[src/design/met_pkg.sv]
// Shared types, constants and the coordinate saturation helper for the
// Mandelbrot escape-time block. No dependencies.
package met_pkg;

  localparam int FRAC_BITS   = 28;
  localparam int COORD_W     = FRAC_BITS + 4;
  localparam int SQ_W        = 2 * COORD_W;
  localparam int ORIGIN_BITS = 13;
  localparam int STEP_BITS   = 29;
  localparam int OUT_ITER_W  = 16;
  localparam int IDX_W       = 3;
  localparam int RE_W        = SQ_W - FRAC_BITS;
  localparam int IM_W        = SQ_W + 1 - FRAC_BITS;

  // |z|^2 bound of 4 at the scale of a product of two coordinates
  localparam logic [SQ_W-1:0] ESC_LIMIT = SQ_W'(1) << (2 * FRAC_BITS + 2);

  localparam logic signed [COORD_W-1:0] COORD_MAX = {1'b0, {(COORD_W-1){1'b1}}};
  localparam logic signed [COORD_W-1:0] COORD_MIN = {1'b1, {(COORD_W-1){1'b0}}};

  localparam logic [STEP_BITS-1:0] RST_STEP = STEP_BITS'(262144);
  localparam int RST_MAX_ITER = 256;

  typedef logic signed [COORD_W-1:0] coord_t;

  typedef enum logic [IDX_W-1:0] {
    REG_ORIGIN_X = 3'd0,
    REG_ORIGIN_Y = 3'd1,
    REG_STEP_X   = 3'd2,
    REG_STEP_Y   = 3'd3,
    REG_MAX_ITER = 3'd4
  } reg_idx_t;

  typedef struct packed {
    logic load_in;
    logic map_en;
    logic init_en;
    logic mul_en;
    logic sum_en;
    logic upd_en;
    logic res_load;
  } met_cmd_t;

  typedef struct packed {
    logic go;
  } met_sts_t;

  // Clamp a wide signed value into the Q4 coordinate range.
  function automatic coord_t sat_coord(input logic signed [SQ_W-1:0] v);
    coord_t res;
    if (v > SQ_W'(COORD_MAX)) begin
      res = COORD_MAX;
    end else if (v < SQ_W'(COORD_MIN)) begin
      res = COORD_MIN;
    end else begin
      res = COORD_W'(v);
    end
    return res;
  endfunction

endpackage

[src/design/met_cfg.sv]
// Configuration register file: origin, step and iteration limit.
// Depends on met_pkg.
module met_cfg
  import met_pkg::*;
#(
  parameter int ITER_BITS = 16,
  parameter int CFG_W     = 29
) (
  input  logic                          clk,
  input  logic                          rst_n,
  input  logic                          cfg_we,
  input  logic [IDX_W-1:0]              cfg_idx,
  input  logic [CFG_W-1:0]              cfg_wdata,
  output logic signed [ORIGIN_BITS-1:0] origin_x,
  output logic signed [ORIGIN_BITS-1:0] origin_y,
  output logic [STEP_BITS-1:0]          step_x,
  output logic [STEP_BITS-1:0]          step_y,
  output logic [ITER_BITS-1:0]          max_iter
);

  logic signed [ORIGIN_BITS-1:0] origin_x_r;
  logic signed [ORIGIN_BITS-1:0] origin_y_r;
  logic [STEP_BITS-1:0]          step_x_r;
  logic [STEP_BITS-1:0]          step_y_r;
  logic [ITER_BITS-1:0]          max_iter_r;

  always_ff @(posedge clk) begin
    if (!rst_n) begin
      origin_x_r <= '0;
      origin_y_r <= '0;
      step_x_r   <= RST_STEP;
      step_y_r   <= RST_STEP;
      max_iter_r <= ITER_BITS'(RST_MAX_ITER);
    end else if (cfg_we) begin
      case (reg_idx_t'(cfg_idx))
        REG_ORIGIN_X: origin_x_r <= $signed(cfg_wdata[ORIGIN_BITS-1:0]);
        REG_ORIGIN_Y: origin_y_r <= $signed(cfg_wdata[ORIGIN_BITS-1:0]);
        REG_STEP_X:   step_x_r   <= cfg_wdata[STEP_BITS-1:0];
        REG_STEP_Y:   step_y_r   <= cfg_wdata[STEP_BITS-1:0];
        REG_MAX_ITER: max_iter_r <= cfg_wdata[ITER_BITS-1:0];
        default: ;  // drop writes to unknown indexes
      endcase
    end
  end

  assign origin_x = origin_x_r;
  assign origin_y = origin_y_r;
  assign step_x   = step_x_r;
  assign step_y   = step_y_r;
  assign max_iter = max_iter_r;

endmodule

[config.mk]
export PLATFORM = sky130hd
export DESIGN_NAME = met_cfg
export DESIGN_NICKNAME = d
export VERILOG_FILES = /design/src/design/met_pkg.sv /design/src/design/met_cfg.sv
export SDC_FILE = /design/constraint.sdc
export NUM_CORES = 1
export LEC_CHECK = 0
export BUFFER_PORTS_ARGS = -buffer_cell sky130_fd_sc_hd__buf_2
export CAP_MARGIN = 20
export CORE_MARGIN = 2
export CORE_UTILIZATION = 45
export CTS_BUF_LIST = sky130_fd_sc_hd__clkbuf_16
export CTS_CLUSTER_DIAMETER = 50
export DETAILED_ROUTE_END_ITERATION = 12
export PLACE_DENSITY_LB_ADDON = 0.25
export SLEW_MARGIN = 20
export SYNTH_ARGS = -nofsm -noshare
export SYNTH_HDL_FRONTEND = slang
export SYNTH_SLANG_ARGS = --single-unit
[constraint.sdc]
create_clock -name clk -period 1.19 [get_ports clk]
set_input_delay 0 -clock clk [delete_from_list [all_inputs] [get_ports clk]]
set_output_delay 0 -clock clk [all_outputs]
set_load 0.02 [all_outputs]
# ---- After elaboration in Yosys (flattened, before gate mapping)
# Cells that the tools add are included.
dict set report classes {
  reduce_logical 6
  eq_ne 4
}
# cell count
set ops {}
lappend ops {{$reduce_and 2->1} 5}
lappend ops {{$eq 3x2->1 const B} 2}
lappend ops {{$eq 3x1->1 const B} 1}
lappend ops {{$eq 3x3->1 const B} 1}
lappend ops {{$logic_not 3->1} 1}
dict set report word_totals {
  word_cells 15
  out_inout_bits 100
  register_bits 100
}

# ---- Longest topological paths before layout
dict set report depth {
  word_depth 2
  mapped_depth 4
}

# ---- Least setup slack after synthesis
# No wires, ideal clock.
dict set report synth_timing {
  kind {input to register}
  from {input cfg_idx[0]}
  to {register origin_x_r[0], in the netlist origin_x[0]}
  setup_slack_ps 156
  n_path_buf 2
  stages 4
  arrival_ps 913
  setup_ps 122
  required_ps 1068
  path_cell_list {or4b_1 > buf_6 > buf_12 > mux2i_1}
}
dict set report synth_via {
  elab_chain_len 2
}
# element line
set synth_rtl {}
lappend synth_rtl {{from (decl)} met_cfg.sv:12} ;# input logic [IDX_W-1:0] cfg_idx,
lappend synth_rtl {{$logic_not 3->1} met_cfg.sv:35} ;# case (reg_idx_t'(cfg_idx))
lappend synth_rtl {{$reduce_and 2->1 (no line)} -}
lappend synth_rtl {{to (signal assigned)} met_cfg.sv:36} ;# REG_ORIGIN_X: origin_x_r <= $signed(cfg_wdata[ORIGIN_BITS-1:0]);
lappend synth_rtl {{to (decl)} met_cfg.sv:21} ;# logic signed [ORIGIN_BITS-1:0] origin_x_r;
# No other way between the ends.
# A chain may end at the register's enable or synchronous reset.

# ---- Worst setup path in the final report
dict set report layout_timing {
  from {register max_iter_r[1], in the netlist max_iter[1]}
  to {output max_iter[1]}
}
# element line
set layout_rtl {}
lappend layout_rtl {{from (decl)} met_cfg.sv:25} ;# logic [ITER_BITS-1:0] max_iter_r;
lappend layout_rtl {{from (signal assigned)} met_cfg.sv:33} ;# max_iter_r <= ITER_BITS'(RST_MAX_ITER);
lappend layout_rtl {{from (signal assigned)} met_cfg.sv:40} ;# REG_MAX_ITER: max_iter_r <= cfg_wdata[ITER_BITS-1:0];
lappend layout_rtl {{to (decl)} met_cfg.sv:18} ;# output logic [ITER_BITS-1:0] max_iter
# No word-level cell between the ends.

==> impl_results.md <==
- Status: finished clean
- Num rows: 33
- Critical path's top delay family: flip-flops
- Core footprint: 8090 µm²
- Post-DP HPWL: 6200 µm
- Setup-failing EPs final: 0
- Die Height: 94.6 µm
- Max Cap Violations: 0
- H-tree levels: 3
- Worst Skew: 0 ns
- PnR Total Power: 7100 µW
- CP peak stage delay: 0.36 ns
- Tot GR Track Use: 20.6%
- Die area: 8960 µm²
- Clock latency on the worst-skew pair: 0.33 ns
- Cell Pwr Density: 1400 nW/µm²
- Routability Congestion: 0.717
- DR DRC count: 0
- Most common cell after layout, fill and taps aside: buf_2
- Grt ovf: 0
- # resized after CTS: 0
- Post-synthesis net count: 396
- Yosys cell types: 15
- CP Capture Type: primary output
- Root Driver: clkbuf_16
- Ys Warns: 0
- Max-slew violations: 0
- Vias in the first global route: 2974
- DRT Wirelength: 9010 µm
- Leakage power: 0.00263 µW
- Syn Inst Count: 361
- Post CTS Setup Buffer Count: 0
- Synthesized area: 3700 µm²
- Remaining antenna violation count: 0
- Largest cells by area after synthesis: dfxtp_1 54%, mux2i_1 27%, nand2_1 13%
- Syn_area_per_cell: 10.2 µm²
- WP data arrival: 0.87 ns
- CP startpoint kind: flip-flop
- 1st-iter DRT viols: 70
- Endpoints failing hold: 0
- Largest fanout on the critical path: 2
- Critical Path RT: 1.19 ns
- Worst-Margin Slew: 0.274 ns
- Clock tree from TritonCTS: built
- Vias per cell: 4.85
- Starting Density: 45.7%
- Register-to-register setup slack: 0.55 ns
- Crit share post-route: 73.1%
- Layout area overhead: 37.5%
- Slew headroom: 81.7%
- Final net count: 547
- Yosys reg bits: 100
- Min Tclk post-route: 0.869 ns
- Vias post-DR: 3014
- Port-buffer cells: 134
- Slowest stage cell, crit path: dfxtp_1
- TritonCTS Buffers: 9
- Clock Sinks: 100
- DR pass1 iterations: 4
- Antenna diode count: 0
- Synth area leader: dfxtp_1
- Critical path class: flip-flop to primary output
- DIE WIDTH: 94.6 µm
- Ports: 135
- Clk slew on worst S/H paths: 0.07 ns
- Filler cells: 697
- Top achievable clock speed: 1150 MHz
- Sum Neg Setup Slack: 0 ns
- Unrepaired setup endpoints after global routing: no
- # hold bufs at CTS: 17
- Wire length per cell: 14.5 µm
- Fraction of layout cells with a size suffix above 1: 32.3%
- Worst Path Buf+Inv: 1
- Initial antenna violation count: 0
- Post-synthesis sequential area ratio: 54.1%
- Worst hold path type: input pin to flip-flop
- Post-synth top area share: 54.1%
- Worst vdd ir: 0.986 mV
- CP Cell Sequence: buf_2
- Max Root-Sink Buffers: 2
- First-pass GRT wire length: 14300 µm
- Most frequent cells in the layout: 133 x buf_2, 125 x nand2_1, 100 x mux2i_1, 100 x dfxtp_1, 17 x dlygate4sd3_1
- Largest net degree at the start of global routing: 29
## flip-flops by register name, indices dropped and copies added, names as in the netlist
name / flops
max_iter: 16
origin_y: 13
step_y: 29
step_x: 29
origin_x: 13
## worst reg2reg max path, delay by kind of cell, from the launching register on
family / cells / cell delay [ns]
flip-flops: 1 / 0.36
multiplexers: 1 / 0.15
AND/OR/NAND/NOR: 1 / 0.06
## path summary, 6_finish.rpt
check | start | endpoint | depth (start not counted)
worst max-delay path | max_iter[1] | max_iter[1] | 1
worst min-delay path | cfg_wdata[3] | max_iter[3] | 3
worst max register to register | origin_y[10] | origin_y[10] | 2
worst min register to register | step_x[9] | step_x[9] | 2
## synthesized netlist by cell type
master     number
nand4b_1        1
nor4bb_1        1
buf_2           7
mux2i_1       100
buf_12          1
clkbuf_1       13
dfxtp_1       100
buf_6           1
buf_4           3
nand4bb_1       1
and4bb_1        1
nand2_1       125
buf_1           1
or4b_1          1
nor2b_1         5
## layer usage
metal	part of all wire (%)	wire length [µm]	GRT usage (%)
met5	0	0	0
met4	1.5	137	8.09
met3	6.9	623	5.67
met2	49	4370	34.8
met1	43	3880	24.8
## per-stage QoR
step                      instance area, µm²  instances  hold slack, ns  utilization [%]  worst slack (ns)
after CTS                               5080        622          0.0319             62.8             0.306
final                                   5080        622          0.0334             62.8             0.321
after detailed placement                4600        589           0.283             56.8            0.0112
after global routing                    5080        622          0.0501             62.8             0.272
after global placement                  4600        589           0.273             56.8            0.0542
after floorplan                         3700        361           0.160                -             0.156
## where the power goes
group          switching (µW)  total [µW]  internal, µW
Clock                    1330        3020          1690
Sequential               37.4        3460          3420
Combinational             353         623           270
## final cells by class
| type | instances | area, µm² | share of cell area [%] |
|---|---|---|---|
| well taps | 105 | 131 | 2.58 |
| multi-input cells | 235 | 1570 | 30.9 |
| clock buffers | 9 | 225 | 4.43 |
| flip-flops and latches | 100 | 2000 | 39.4 |
| repair buffers | 166 | 1070 | 21.0 |
| clock inverters | 7 | 88.8 | 1.75 |
## kinds of logic (layout without fill, tap and decap cells)
family / count (synthesis) / after routing / synth area share (%)
buffers and inverters: 26 / 182 / 3.82
DFF: 100 / 100 / 54.1
muxes: 100 / 100 / 27.1
and+or+nand+nor: 135 / 135 / 15.0
Power figures use the tool's default switching activity.
