--- config.mk ---
export PLATFORM = sky130hd
export DESIGN_NAME = met_ctrl
export DESIGN_NICKNAME = d
export VERILOG_FILES = /design/src/design/met_pkg.sv /design/src/design/met_ctrl.sv
export SDC_FILE = /design/constraint.sdc
export NUM_CORES = 1
export LEC_CHECK = 0
export ABC_CLOCK_PERIOD_IN_PS = 1600
export BUFFER_PORTS_ARGS = -buffer_cell sky130_fd_sc_hd__buf_2
export CAP_MARGIN = 40
export CORE_AREA = 2 2 39 41
export DETAILED_ROUTE_END_ITERATION = 10
export DIE_AREA = 0 0 41 43
export PLACE_DENSITY_LB_ADDON = 0.08
export SETUP_SLACK_MARGIN = 0.4
export SLEW_MARGIN = 20
export SYNTH_ARGS = -nofsm -noshare
export SYNTH_HDL_FRONTEND = slang
export SYNTH_SLANG_ARGS = --single-unit
export TNS_END_PERCENT = 30
--- constraint.sdc ---
create_clock -name clk -period 1.6 [get_ports clk]
set_input_delay 0.16 -clock clk [delete_from_list [all_inputs] [get_ports clk]]
set_output_delay 0.16 -clock clk [all_outputs]
set_load 0.01 [all_outputs]
--- src/design/met_pkg.sv ---
// Shared types, constants and the coordinate saturation helper for the
// Mandelbrot escape-time block. No dependencies.
package met_pkg;

  localparam int FRAC_BITS   = 28;
  localparam int COORD_W     = FRAC_BITS + 4;
  localparam int SQ_W        = 2 * COORD_W;
  localparam int ORIGIN_BITS = 13;
  localparam int STEP_BITS   = 29;
  localparam int OUT_ITER_W  = 16;
  localparam int IDX_W       = 3;
  localparam int RE_W        = SQ_W - FRAC_BITS;
  localparam int IM_W        = SQ_W + 1 - FRAC_BITS;

  // |z|^2 bound of 4 at the scale of a product of two coordinates
  localparam logic [SQ_W-1:0] ESC_LIMIT = SQ_W'(1) << (2 * FRAC_BITS + 2);

  localparam logic signed [COORD_W-1:0] COORD_MAX = {1'b0, {(COORD_W-1){1'b1}}};
  localparam logic signed [COORD_W-1:0] COORD_MIN = {1'b1, {(COORD_W-1){1'b0}}};

  localparam logic [STEP_BITS-1:0] RST_STEP = STEP_BITS'(262144);
  localparam int RST_MAX_ITER = 256;

  typedef logic signed [COORD_W-1:0] coord_t;

  typedef enum logic [IDX_W-1:0] {
    REG_ORIGIN_X = 3'd0,
    REG_ORIGIN_Y = 3'd1,
    REG_STEP_X   = 3'd2,
    REG_STEP_Y   = 3'd3,
    REG_MAX_ITER = 3'd4
  } reg_idx_t;

  typedef struct packed {
    logic load_in;
    logic map_en;
    logic init_en;
    logic mul_en;
    logic sum_en;
    logic upd_en;
    logic res_load;
  } met_cmd_t;

  typedef struct packed {
    logic go;
  } met_sts_t;

  // Clamp a wide signed value into the Q4 coordinate range.
  function automatic coord_t sat_coord(input logic signed [SQ_W-1:0] v);
    coord_t res;
    if (v > SQ_W'(COORD_MAX)) begin
      res = COORD_MAX;
    end else if (v < SQ_W'(COORD_MIN)) begin
      res = COORD_MIN;
    end else begin
      res = COORD_W'(v);
    end
    return res;
  endfunction

endpackage

--- src/design/met_ctrl.sv ---
// Sequencer for one pixel: map, then multiply / reduce / update per iteration.
// Depends on met_pkg; drives the datapath through met_cmd_t.
module met_ctrl
  import met_pkg::*;
(
  input  logic     clk,
  input  logic     rst_n,
  input  logic     in_valid,
  output logic     in_stall,
  output logic     out_valid,
  input  logic     out_stall,
  output met_cmd_t cmd,
  input  met_sts_t sts
);

  typedef enum logic [5:0] {
    S_IDLE = 6'b000001,
    S_MAP  = 6'b000010,
    S_INIT = 6'b000100,
    S_MUL  = 6'b001000,
    S_SUM  = 6'b010000,
    S_DEC  = 6'b100000
  } state_t;

  state_t state_r, state_nxt;
  logic   out_valid_r, out_valid_nxt;

  always_comb begin
    state_nxt     = state_r;
    cmd           = '0;
    out_valid_nxt = out_valid_r && out_stall;
    case (state_r)
      S_IDLE: begin
        if (in_valid) begin
          cmd.load_in = 1'b1;
          state_nxt   = S_MAP;
        end
      end
      S_MAP: begin
        cmd.map_en = 1'b1;
        state_nxt  = S_INIT;
      end
      S_INIT: begin
        cmd.init_en = 1'b1;
        state_nxt   = S_MUL;
      end
      S_MUL: begin
        cmd.mul_en = 1'b1;
        state_nxt  = S_SUM;
      end
      S_SUM: begin
        cmd.sum_en = 1'b1;
        state_nxt  = S_DEC;
      end
      S_DEC: begin
        if (sts.go) begin
          cmd.upd_en = 1'b1;
          state_nxt  = S_MUL;
        end else if (!out_valid_r || !out_stall) begin
          // hold here until the output word is free
          cmd.res_load  = 1'b1;
          out_valid_nxt = 1'b1;
          state_nxt     = S_IDLE;
        end
      end
      default: state_nxt = S_IDLE;
    endcase
  end

  always_ff @(posedge clk) begin
    if (!rst_n) begin
      state_r     <= S_IDLE;
      out_valid_r <= 1'b0;
    end else begin
      state_r     <= state_nxt;
      out_valid_r <= out_valid_nxt;
    end
  end

  assign in_stall  = (state_r != S_IDLE);
  assign out_valid = out_valid_r;

endmodule

== Word-level counts from Yosys, hierarchy flattened ==
Cells that the tools add are included.

* Equality and inequality tests: 9
* Mux-type cells: 17
* Reductions and logical operators: 5

{| class="wikitable"
|+ Operators with widths
! operator !! number
|-
| 6-bit one-hot mux with 6 select lines || 1
|-
| 6-bit 2-to-1 mux || 3
|-
| 1-bit 2-to-1 mux || 12
|-
| 6-bit by 1-bit == test with 1-bit output, second input constant || 1
|-
| 6-bit by 2-bit == test with 1-bit output, second input constant || 1
|-
| 6-bit by 3-bit == test with 1-bit output, second input constant || 1
|-
| 6-bit by 4-bit == test with 1-bit output, second input constant || 1
|-
| 6-bit by 5-bit == test with 1-bit output, second input constant || 1
|-
| 6-bit == test, second input constant || 1
|-
| 6-bit by 1-bit != test with 1-bit output, second input constant || 1
|-
| 3-bit != test, second input constant || 1
|-
| 1-bit logical NOT || 2
|-
| 2-bit 2-to-1 mux || 1
|-
| 2-bit != test, second input constant || 1
|-
| 2-bit AND reduction || 1
|-
| 1-bit logical AND || 1
|-
| 1-bit logical OR || 1
|}

* Bits in registers: 7
* Input bits: 5
* Output and inout port bits: 9
* Logic and storage cells: 33

== Longest topological paths before layout ==
Gate-level depths: netlist (run 1).

* Depth in word-level cells: 5
* Gate-level depth with buffers: 5
* Gate-level depth less buffers: 4

== Worst setup path after synthesis (run 1) ==
No wires, ideal clock.

* Kind: register -> register
* Start point: reg state_r[4]
* End point: reg state_r[4]
* Setup time: 0.059 ns
* Arrival: 1.453 ns
* Data required time: 1.541 ns
* Path slack: 0.087 ns
* Stages on the path, launching flop included: 4
* Buffers on the path: 0
* Period minus slack after synthesis: 1.513 ns
* Path through: dfxtp_1 or4_4 nor3b_1 o211a_1

* Longest elaborated chain between the ends: 3
* Elaborated cells on any way between the ends: 10
* Those cells by class: eq/ne: 8; mux: 1; reduce/logical: 1

{| class="wikitable"
|+ Ends and longest elaborated chain
! element !! RTL line !! RTL
|-
| start: declaration || met_ctrl.sv:25 || <nowiki>state_t state_r, state_nxt;</nowiki>
|-
| start signal: assignment || met_ctrl.sv:75 || <nowiki>state_r <= state_nxt;</nowiki>
|-
| 6-bit == test / 6-bit by 1-bit == test with 1-bit output (equally long branches) || met_ctrl.sv:32 || <nowiki>case (state_r)</nowiki>
|-
| 3-bit != test (no source line) / 2-bit != test (equally long branches) || n/a ||
|-
| 2-bit AND reduction (no source line) || n/a ||
|}

Several ways; a longest one is shown, not always the timed one.
A chain may end at the register's enable or synchronous reset.

==> results.md, run 1 <==
- The final core area utilization is 44.2%.
- The sequential cells in the finished layout cover a total of 149 sq um.
- Setup slack on the critical path of the routed design comes to -161 ps.
- The later pin in the worst-skew pair is clocked with a latency of ~240 ps.
- The final cell count without fillers is 83.
- The number of buffers and inverters on the critical path is 1.
- The pin slew with the least headroom to its limit is 428 ps.
- In this run, the clock network consumes a little under two fifths of the power.
- After the last flow step, the layout net total stands at 73.
- The number of max-slew violations in the final report was 0.
- Global routing used a little over an eighth of the available tracks across all layers.
- Setup repair after global routing could not meet its margin everywhere.
- For this configuration, the core starts out at a cell density of a little over a quarter.
- The final routed wirelength across all metal layers is 954 um.
- The layout overhead on the synthesized area is 63.0%.
- The post-route clock period utilization is 110%.
- Yosys printed 0 warnings.
- Setup violations remaining at the end of the flow were counted as 3.
- The checks that failed: negative setup slack.
- The total area of multi-input combinational cells is 253 sq um.
- The startpoint kind of the worst setup timing path is a flip-flop.
- The number of global-route vias before repair was 384.
- The number of vias after detailed routing is 392.
- The fill cell total of the finished layout is 142.
- Static timing analysis puts the maximum clock frequency at between 0.5 and 0.6 GHz.
- The run finished, with violations left.
- The violation count after the first detailed-route iteration is 7.
- The slowest library cell on the worst path is or4_4.
- Pin placement for this block handled 14 I/O pins.
- Summed over all nets, the switching power comes to 0.000109 W.
- At the end of routability-driven placement, the weighted congestion stood at 0.718.
- The half-perimeter wire length after placement is between 700 and 800 um.
- The clock tree from TritonCTS is done.
- The number of cells produced by synthesis is 43.
- CTS placed an instance of clkbuf_4 at the clock tree root.
- The post-route DRC violation count is 0.
- The first detailed-routing pass ran for 4 iterations.
- The start-to-end type of the worst setup path is reg -> out.
- The total die area is 1760 sq um.
- The number of vias per cell is between 4 and 5.
- For this run, the slowest stage of the critical path takes 560 ps.
- Cells with a size suffix above 1 make up between 50% and 60% of the layout.
- Sequential cells burn 43.5% of the power.
- The worst hold path begins at rst_n.
- The flip-flop and latch count after synthesis is 7.
- The tightest slew margin relative to the limit is 71.1%.
- The family with the most delay on the worst path is simple AND/OR/NAND/NOR gates.
- 0 antenna diodes ended up in the layout.
- The cell area that synthesis handed to floorplanning was ~380 sq um.
- The type of the tightest min-delay check is in -> reg.
- In the layout the commonest cells are buf_2 (11), buf_4 (7), buf_6 (4), dfxtp_2 (4).
- After synthesis, flip-flops and latches occupy 37.3% of the total area.
- The endpoint of the worst hold path is state_r[4].
- For this run the aggregate overflow at the end of global routing stands at 0.
- The number of placed instances with taps included is 75.
- For this design the ratio of total power to cell area is 691 nW/um^2.
- The worst-case IR drop observed on VDD is approximately 0.00047 V.
- Summed over all failing endpoints, the final setup total negative slack is -402 ps.
- Buffers placed on the I/O ports in this run total 13.
- Between clock sinks in the finished design, the worst skew comes to 0.706 ps.
- At the worst endpoint, the required time is roughly 1400 ps.
- The number of clock buffers added by TritonCTS is 3.
- CTS saw 7 sinks.
- Leaving out fill and tap cells, the most frequent cell in the layout is buf_2.
- The internal power is 0.000314 W.
- In this run the vertical extent of the chip is around 43 um.
- The launch point of the worst reg-to-reg path is state_r[1].
- In this run the number of H-tree levels came out at 1.
- The biggest fanout along the worst timing path is 3.
- The hold-critical path depth is 2.
- The wire length of the first global-routing pass is ~1600 um.
- The count of endpoints failing hold in the final timing report is 0.
- Buffers inserted to repair hold after CTS numbered 0.
- The number of antenna violations at the first check in global routing is 0.
- The area inside the core boundary is 1380 sq um.
- The switching part of the total power is 25.7%.
- The worst reg2reg path endpoint is state_r[0].
- The shortest period the worst path allows is about 1800 ps.
- The routed wirelength normalized by instance count is 11.5 um.
- The clock passes through at most 2 buffers.
- Per report_power, the combinational group accounts for roughly 20% of the total.
- The count of standard-cell rows is 14.
- The maximum number of pins on one net before global-route repair is 8.
- The x dimension of the die is 41 um.
- The arrival time of the worst setup path is 1600 ps.
- The final hold slack is between 150 and 200 ps.
- The total nets after synthesis is 48.
- The kind of capture point of the worst setup path is an output port.
- In this run the register-to-register setup slack is 50 ps.
- For the worst flop-to-flop path, the logic depth is 4.
- The critical path runs through a total of 4 cells.
- The static power due to leakage is 0.292 nW.
- The count of cell types in the netlist is 25.
- The post-route antenna net violation count is 0.
- The mean cell area of the mapped netlist is ~8.7 sq um.
- The clock slew at the register clock pins of the worst setup and hold paths is 50 ps.
- Max-cap violations in this run came to 0.
- Traced cell by cell, the critical path runs through or4_4 > nor3_4 > a21boi_4 > buf_6.
==> sequential cells by signal (all words and copies together) (netlist names) <==
signal / cells
out_valid: 1
state_r: 6
==> through the flow <==
stage	instance area (sq um)	total power [W]	worst slack, ps
floorplan	395	0.000228	140
global route	612	0.000446	-218
finish	612	0.000423	-161
global placement	505	0.000257	52.5
CTS	579	0.000422	-175
detailed placement	505	0.000257	51.4
==> power by group through the flow <==
stage	Combinational [W]	Clock, W	Sequential [W]
finish	0.0000831	0.000156	0.000184
global route	0.0000911	0.000171	0.000184
CTS	0.0000765	0.000163	0.000183
detailed placement	0.0000690	0	0.000188
global placement	0.0000693	0	0.000188
floorplan	0.0000392	0	0.000189
==> cells by family after synthesis <==
family	synth area share, %
AOI/OAI and AO/OA	16.0
xor gates and xnor gates	2.33
DFF	37.3
buffers and inverters	6.33
and+or+nand+nor	38.0
==> per-layer routing <==
metal | wire length, um | global-route usage [%]
met5 | 0 | 0
met2 | 463 | 19.7
met1 | 452 | 17.9
met4 | 5 | 8.00
met3 | 33 | 1.57
==> synthesized netlist by cell type <==
library cell  n  area share (%)
a21boi_2      1             3.0
a21oi_1       3             4.0
a311o_2       1             3.0
and2_1        2             3.3
and3_1        1             1.7
buf_4         1             2.0
clkbuf_2      1             1.3
dfxtp_1       7              37
inv_1         3             3.0
nand2_1       1             1.0
nand2b_1      1             1.7
nand3_1       1             1.3
nand3b_1      2             4.0
nor2_1        5             5.0
nor2b_1       1             1.7
nor3_1        2             2.7
nor3_2        1             2.7
nor3b_1       1             2.0
nor4_2        1             3.3
nor4b_1       2             4.7
o211a_1       1             2.7
o21ai_0       1             1.3
o31ai_1       1             2.0
or4_4         1             3.0
xnor2_1       1             2.3
==> worst max-delay path by stage <==
stage / slack (ps) / start / endpoint
floorplan: 140 / state_r[4] / state_r[0]
global placement: 50 / state_r[4] / cmd[0]
detailed placement: 50 / state_r[4] / cmd[0]
CTS: -180 / state_r[4] / cmd[0]
global route: -220 / state_r[4] / cmd[0]
finish: -160 / state_r[4] / cmd[0]
==> timing repair <==
| action | CTS | global route |
|---|---|---|
| buffers inserted | 3 | 1 |
| setup endpoints to repair | 15 | 15 |
| pin swaps | 9 | 8 |
| cloned | 0 | 0 |
| gates resized for setup | 9 | 7 |
==> area by class of cell <==
type	count	share of cell area (%)
well taps	16	3.27
flip-flops and latches	7	24.3
repair buffers	22	24.9
clock buffers	4	4.29
inverters	3	1.84
multi-input cells	31	41.3
Note: power is estimated with default switching activity, not from simulation.
==> run 2: changes to the inputs <==
- ABC_CLOCK_PERIOD_IN_PS: 1600 -> 2000
- clock period: 1.6 -> 2 ns (I/O delays scaled with it)
==> run 2 against run 1 <==
The flow now finishes without violations. Total power down 20%. Critical path depth unchanged. Clock power fell by 15%. Die area did not move. Register-to-register slack gained 200 ps.
==> results.md, run 2 (synthesis gave the netlist of run 1 again) <==
- The worst reg2reg path endpoint is state_r[0].
- Data arrives at the worst endpoint at roughly 1600 ps.
- After detailed routing, the number of remaining DRC violations is 0.
- The shortest period the worst path allows is 1830 ps.
- Entering global routing, the biggest net connects 8 pins.
- The count of endpoints failing hold in the final timing report is 0.
- Headroom to the max-slew limit came out at roughly three quarters.
- The half-perimeter wire length after placement is 667 um.
- The floorplan step defined a core boundary enclosing 1380 sq um.
- The remaining global-route overflow is 0.
- The total die area is 1760 sq um.
- The violation count after the first detailed-route iteration is 4.
- Counting tap cells, the placed design contains a total of 71 instances.
- The total routing usage reported by global routing is a little over an eighth.
- The total power is 0.000338 W.
- The flip-flop and latch area is 145 sq um.
- The number of vias after detailed routing is approximately 390.
- The clock latency on the worst-skew pair is 260 ps.
- Once the floorplan was initialized, standard cells occupied approximately 27% of the core.
- Relative to the synthesized area, the layout overhead comes to 47.7%.
- Ranked by flip-flop count, first place goes to state_r.
- The final net count is 71.
- The root cell of the clock tree is clkbuf_4.
- The flip-flop count of the largest register, all copies and words added is 6.
- Setup total negative slack on the finished layout was measured at 0 ps.
- Across all register-to-register paths, the minimum setup slack is 250 ps.
- The number of clock buffers added by TritonCTS is 3.
- The first global-routing pass estimated 1550 um of wire.
- The number of antenna violations at the first check in global routing was 0.
- The post-route clock period utilization is 91.7%.
- The number of global-route vias before repair is 380.
- In the layout the commonest cells are buf_2 (13), nor2_1 (5), buf_4 (4), dfxtp_2 (4).
- The launch point of the worst reg-to-reg path is state_r[0].
- The number of vias per cell is 4.79.
- The iteration count of the initial detailed-routing pass is 4.
- In this run the core area contains 14 standard-cell rows.
- On the critical path, the stage with the largest delay is an instance of or4_4.
- The worst voltage drop across the vdd grid is around 0.00026 V.
- The min-delay analysis places its worst path in the category in -> reg.
- The final worst clock skew is 6.75 ps.
- The hold-critical path depth is 2.
- The final hold slack is roughly 210 ps.
- CTS saw 7 sinks.
- At the worst endpoint, the required time is about 1800 ps.
- The number of max-cap violations is 0.
- The endpoint of the worst hold path is state_r[1].
- The most common library cell in the layout ignoring fill and taps is buf_2.
- The number of placed I/O pins is 14.
- At the pin with the least slew margin, the transition time is 346 ps.
- The count of input and output buffers is 13.
- From left edge to right edge, the die measures 41 um.
- Setup violations remaining at the end of the flow were counted as 0.
- The total area of multi-input combinational cells is 223 sq um.
- Counting the fill cells in the layout gives 160.
- Setup repair after global routing could not meet its margin everywhere.
- The post-route antenna net violation count is 0.
- Of all nets on the critical path, the largest fanout is 3.
- The flow ran to the end, and the final reports show no timing, DRC or antenna violations.
- The startpoint of the most critical hold path is rst_n.
- The cell area power density is ~610 nW/um^2.
- The final cell count without fillers is 81.
- The routed wirelength normalized by instance count is 12.3 um.
- The floorplan step set the die height to 43 um.
- The number of antenna diodes is 0.
- The worst setup path is captured at an output port.
- The worst setup path is launched from a flip-flop.
- On the worst path, the slowest cell contributes a delay of between 500 and 600 ps.
- The worst setup path is of the reg -> out kind.
- The static power due to leakage is roughly 0.28 nW.
- At the end of routability-driven placement, the weighted congestion stood at 0.681.
- In this run the number of H-tree levels came out at 1.
- After clock tree synthesis, the clock-pin slew on the worst setup and hold paths is around 60 ps.
- The final routed wirelength across all metal layers is 999 um.
- The clock passes through at most 2 buffers.
- The clock tree from TritonCTS is done.
- Derived from the worst setup path, the maximum achievable clock frequency is 0.545 GHz.
- The proportion of layout cells with a drive suffix above 1 is between 50% and 60%.
- The number of max-slew violations in the final report is 0.
- The number of cells on the worst reg-to-reg path is 8.
- The signal on the critical path passes through or4_4 > nor3_4 > a21boi_2 > buf_2.
==> run 2: final cells by class <==
class | count | share of cell area (%)
multi-input cells | 31 | 40.2
clock buffers | 4 | 4.74
inverters | 3 | 2.03
flip-flops and latches | 7 | 26.2
well taps | 16 | 3.61
repair buffers | 20 | 23.3
==> run 2: critical path, delay by kind of cell, from the launching register on <==
kind,cells,cell delay (ps)
simple gates,2,710
buf+inv,1,150
flops,1,320
compound gates,1,200
==> run 2: worst max path at each step <==
| stage | slack (ps) | from | end | cells past startpoint |
|---|---|---|---|---|
| 2_1_floorplan | 490 | state_r[4] | state_r[4] | 3 |
| 4_1_cts | 80 | state_r[0] | cmd[0] | 4 |
| 6_report | 170 | state_r[0] | cmd[0] | 4 |
| 3_5_place_dp | 340 | state_r[4] | cmd[0] | 4 |
| 5_1_grt | 110 | state_r[0] | cmd[0] | 4 |
| 3_3_place_gp | 340 | state_r[4] | cmd[0] | 4 |
==> run 2: report_power, final <==
group	total [W]	leakage [nW]	switching, W	internal [W]
Sequential	0.000149	0.0580	0.00000443	0.000145
Combinational	0.0000557	0.205	0.0000294	0.0000263
Clock	0.000133	0.0150	0.0000570	0.0000765
Total	0.000338	0.278	0.0000908	0.000248
==> run 2: what timing repair did <==
item,CTS,global route
pin swaps,2,2
endpoints found under the setup margin,4,10
resized for setup,5,4
setup buffers,5,1
hold buffers,0,0
==> run 2: layer usage <==
metal	share of wire [%]	up-vias	global-route usage, %
met2	52	17	18.8
met1	41	172	16.9
met4	2.0	0	8.00
met3	5.3	3	4.71
li1	-	196	-
met5	0	-	0
==> run 2: per-stage QoR <==
stage                     util (%)  setup slack, ps  instance area (sq um)
after CTS                     38.6             81.8                    534
after floorplan                  -              487                    375
after global routing          40.1              106                    554
after global placement        32.9              343                    455
final                         40.1              166                    554
after detailed placement      32.9              338                    455
==> run 3: changes to the inputs <==
- PLACE_DENSITY: default -> 0.62
- PLACE_DENSITY_LB_ADDON: 0.08 -> default
==> run 3 against run 2 <==
Cell count is 3.7% lower. First-iteration DRC count fell by 50%. Final area fell by 7.2%. Flip-flop and latch count is the same. Wire length is 18% lower. Setup slack lost 17 ps. Critical path depth stayed put. Count of clock-buffer cells in the layout unchanged. Combinational power fell by 8.8%. Die area is the same. Maximum frequency down 0.93%. Clock skew decreased by 5.2 ps.
==> results.md, run 3 (synthesis gave the netlist of run 1 again) <==
- The final cell count without fillers is 78.
- Setup repair after global routing could not meet its margin everywhere.
- Global routing used 11.3% of the available tracks.
- The tightest min-delay check is of the in -> reg type.
- The area growth from synthesis to layout is 37.0%.
- Detailed routing inserted a total of 379 vias.
- Leaving out fill and tap cells, the most frequent cell in the layout is buf_2.
- The die is 41 um wide.
- IR analysis of the VDD net gives a maximum drop of 0.000367 V.
- The internal portion of the total power is 0.000245 W.
- The H-tree level count is 1.
- The static power due to leakage is 0.258 nW.
- The worst setup path is launched from a flip-flop.
- The tool flagged a number of max-cap violations equal to 0.
- The final worst clock skew is about 1.6 ps.
- For this design the total switching power over the nets is around 0.000084 W.
- The worst hold path passes through 2 cells.
- The register with the most flip-flops in the layout has 6 of them.
- The worst hold path begins at rst_n.
- At the pin with the least slew margin, the transition time is 452 ps.
- The tightest slew margin relative to the limit is a little over two thirds.
- For this configuration, the core starts out at a cell density of between 20% and 30%.
- In this run the remaining antenna-violating nets after routing total 0.
- The count of endpoints failing hold in the final timing report is 0.
- In the final routed layout, each cell accounts on average for around 11 um.
- The later pin in the worst-skew pair is clocked with a latency of 250 ps.
- The tree is rooted in a clkbuf_4.
- The number of placed instances with taps included is 70.
- STA classifies the critical path endpoint as an output port.
- The worst register-to-register path begins at state_r[0].
- The relative contribution of the clock network to total power is 39.0%.
- The maximum number of pins on one net before global-route repair is 8.
- The final routed wirelength across all metal layers is 821 um.
- The total die area is 1760 sq um.
- The number of antenna violations at the first check in global routing is 0.
- The number of vias per cell is 4.86.
- The chip height is 43 um.
- The register bank with the most flops is state_r.
- The critical path data required time is 1800 ps.
- The number of clock sinks is 7.
- The violation count after the first detailed-route iteration is 2.
- The number of max-slew violations in the final report is 0.
- The worst setup path is of the reg -> out kind.
- The first global-routing pass estimated 1300 um of wire.
- Registers are responsible for 45.5% of the overall power.
- The maximum root-to-sink buffer count is 2.
- After detailed routing, the number of remaining DRC violations is 0.
- The path with the worst hold slack has its endpoint at state_r[1].
- The count of input and output buffers is 13.
- Static timing analysis puts the maximum clock frequency at 0.540 GHz.
- The biggest fanout along the worst timing path is 3.
- The half-perimeter wire length after placement is 616 um.
- The shortest period the worst path allows is 1850 ps.
- Buffers inserted during clock tree synthesis total 3.
- The flow ran to the end, and the final reports show no timing, DRC or antenna violations.
- The worst reg2reg path endpoint is state_r[0].
- The top cell types in the final layout, fill and taps aside, are buf_2 (13), nor2_1 (5), dfxtp_1 (4), buf_4 (4).
- In this run the register-to-register setup slack is slightly below 400 ps.
- Setup violations remaining at the end of the flow were counted as 0.
- The clock slew at the register clock pins of the worst setup and hold paths is ~50 ps.
- The hold buffer count at cts is 0.
- The area inside the core boundary is 1380 sq um.
- The final layout contains 68 nets.
- After filler insertion, the fill cell instance count of the layout stands at ~160.
- For the worst setup path, the data arrival time is 1650 ps.
- The setup total negative slack is 0 ps.
- The first TritonRoute pass finished after 2 iterations.
- Routability-driven placement finished with a final weighted congestion of 0.722.
- In this run the core area contains 14 standard-cell rows.
- The number of placed I/O pins is 14.
- The number of antenna diodes is 0.
- The switching part of the total power is 25.5%.
- The part of the power in combinational logic is 15.4%.
- Global routing finished with a remaining overflow of 0.
- The proportion of layout cells with a drive suffix above 1 is a little under half.
- The post-route clock period utilization is 92.6%.
- The cell area power density is 640 nW/um^2.
- The clock tree from TritonCTS is done.
- The number of cells on the worst reg-to-reg path is 6.
- The number of global-route vias before repair came to 328.
==> run 3: cell type report <==
class / instances / area [sq um] / area share, %
inverter: 3 / 11.3 / 2.19
multi-input combinational: 31 / 218 / 42.3
tap: 16 / 20.0 / 3.89
timing repair buffer: 17 / 95.1 / 18.5
clock buffer: 4 / 26.3 / 5.11
sequential: 7 / 144 / 28.0
==> run 3: metal layers <==
| metal | GRT usage (%) | share of wire (%) | wire (um) |
|---|---|---|---|
| met1 | 13.6 | 46 | 376 |
| met5 | 0 | 0 | 0 |
| met2 | 15.3 | 45 | 366 |
| met4 | 10.0 | 3.3 | 27 |
| met3 | 3.14 | 6.1 | 50 |
==> run 3: what timing repair did <==
action,CTS,global route
resized for setup,4,0
gates cloned,0,0
buffers inserted,3,1
endpoints found under the setup margin,4,9
endpoints found under the hold margin,0,0
pin swaps,2,1
==> run 3: power groups by stage <==
stage | registers (W) | clock network [W] | logic (W)
after CTS | 0.000149 | 0.000132 | 0.0000512
after global routing | 0.000150 | 0.000139 | 0.0000557
after floorplan | 0.000151 | 0 | 0.0000299
final | 0.000150 | 0.000128 | 0.0000508
after detailed placement | 0.000153 | 0 | 0.0000450
after global placement | 0.000152 | 0 | 0.0000450
==> run 3: critical path, stage by stage, from the launching register on <==
cell and delay (ps):
dfxtp_2 320, or4_4 560, nor3_4 190, a21boi_2 190, buf_2 140
==> run 3: how the worst max path moves through the flow <==
| stage | slack [ps] | endpoint | startpoint | depth (start not counted) |
|---|---|---|---|---|
| detailed placement | 350 | cmd[0] | state_r[4] | 4 |
| finish | 150 | cmd[0] | state_r[0] | 4 |
| CTS | 140 | cmd[0] | state_r[0] | 4 |
| global route | 70 | cmd[0] | state_r[0] | 4 |
| global placement | 380 | cmd[0] | state_r[1] | 4 |
| floorplan | 490 | state_r[4] | state_r[4] | 3 |
==> run 3: per-stage QoR <==
stage	total power, W	area, sq um	util, %	hold WS (ps)	setup slack [ps]
final	0.000329	514	37.2	198	149
after global routing	0.000345	514	37.2	204	73.5
after CTS	0.000332	507	36.6	195	137
after detailed placement	0.000198	448	32.4	455	353
after global placement	0.000197	448	32.4	447	378
after floorplan	0.000181	375	-	322	487
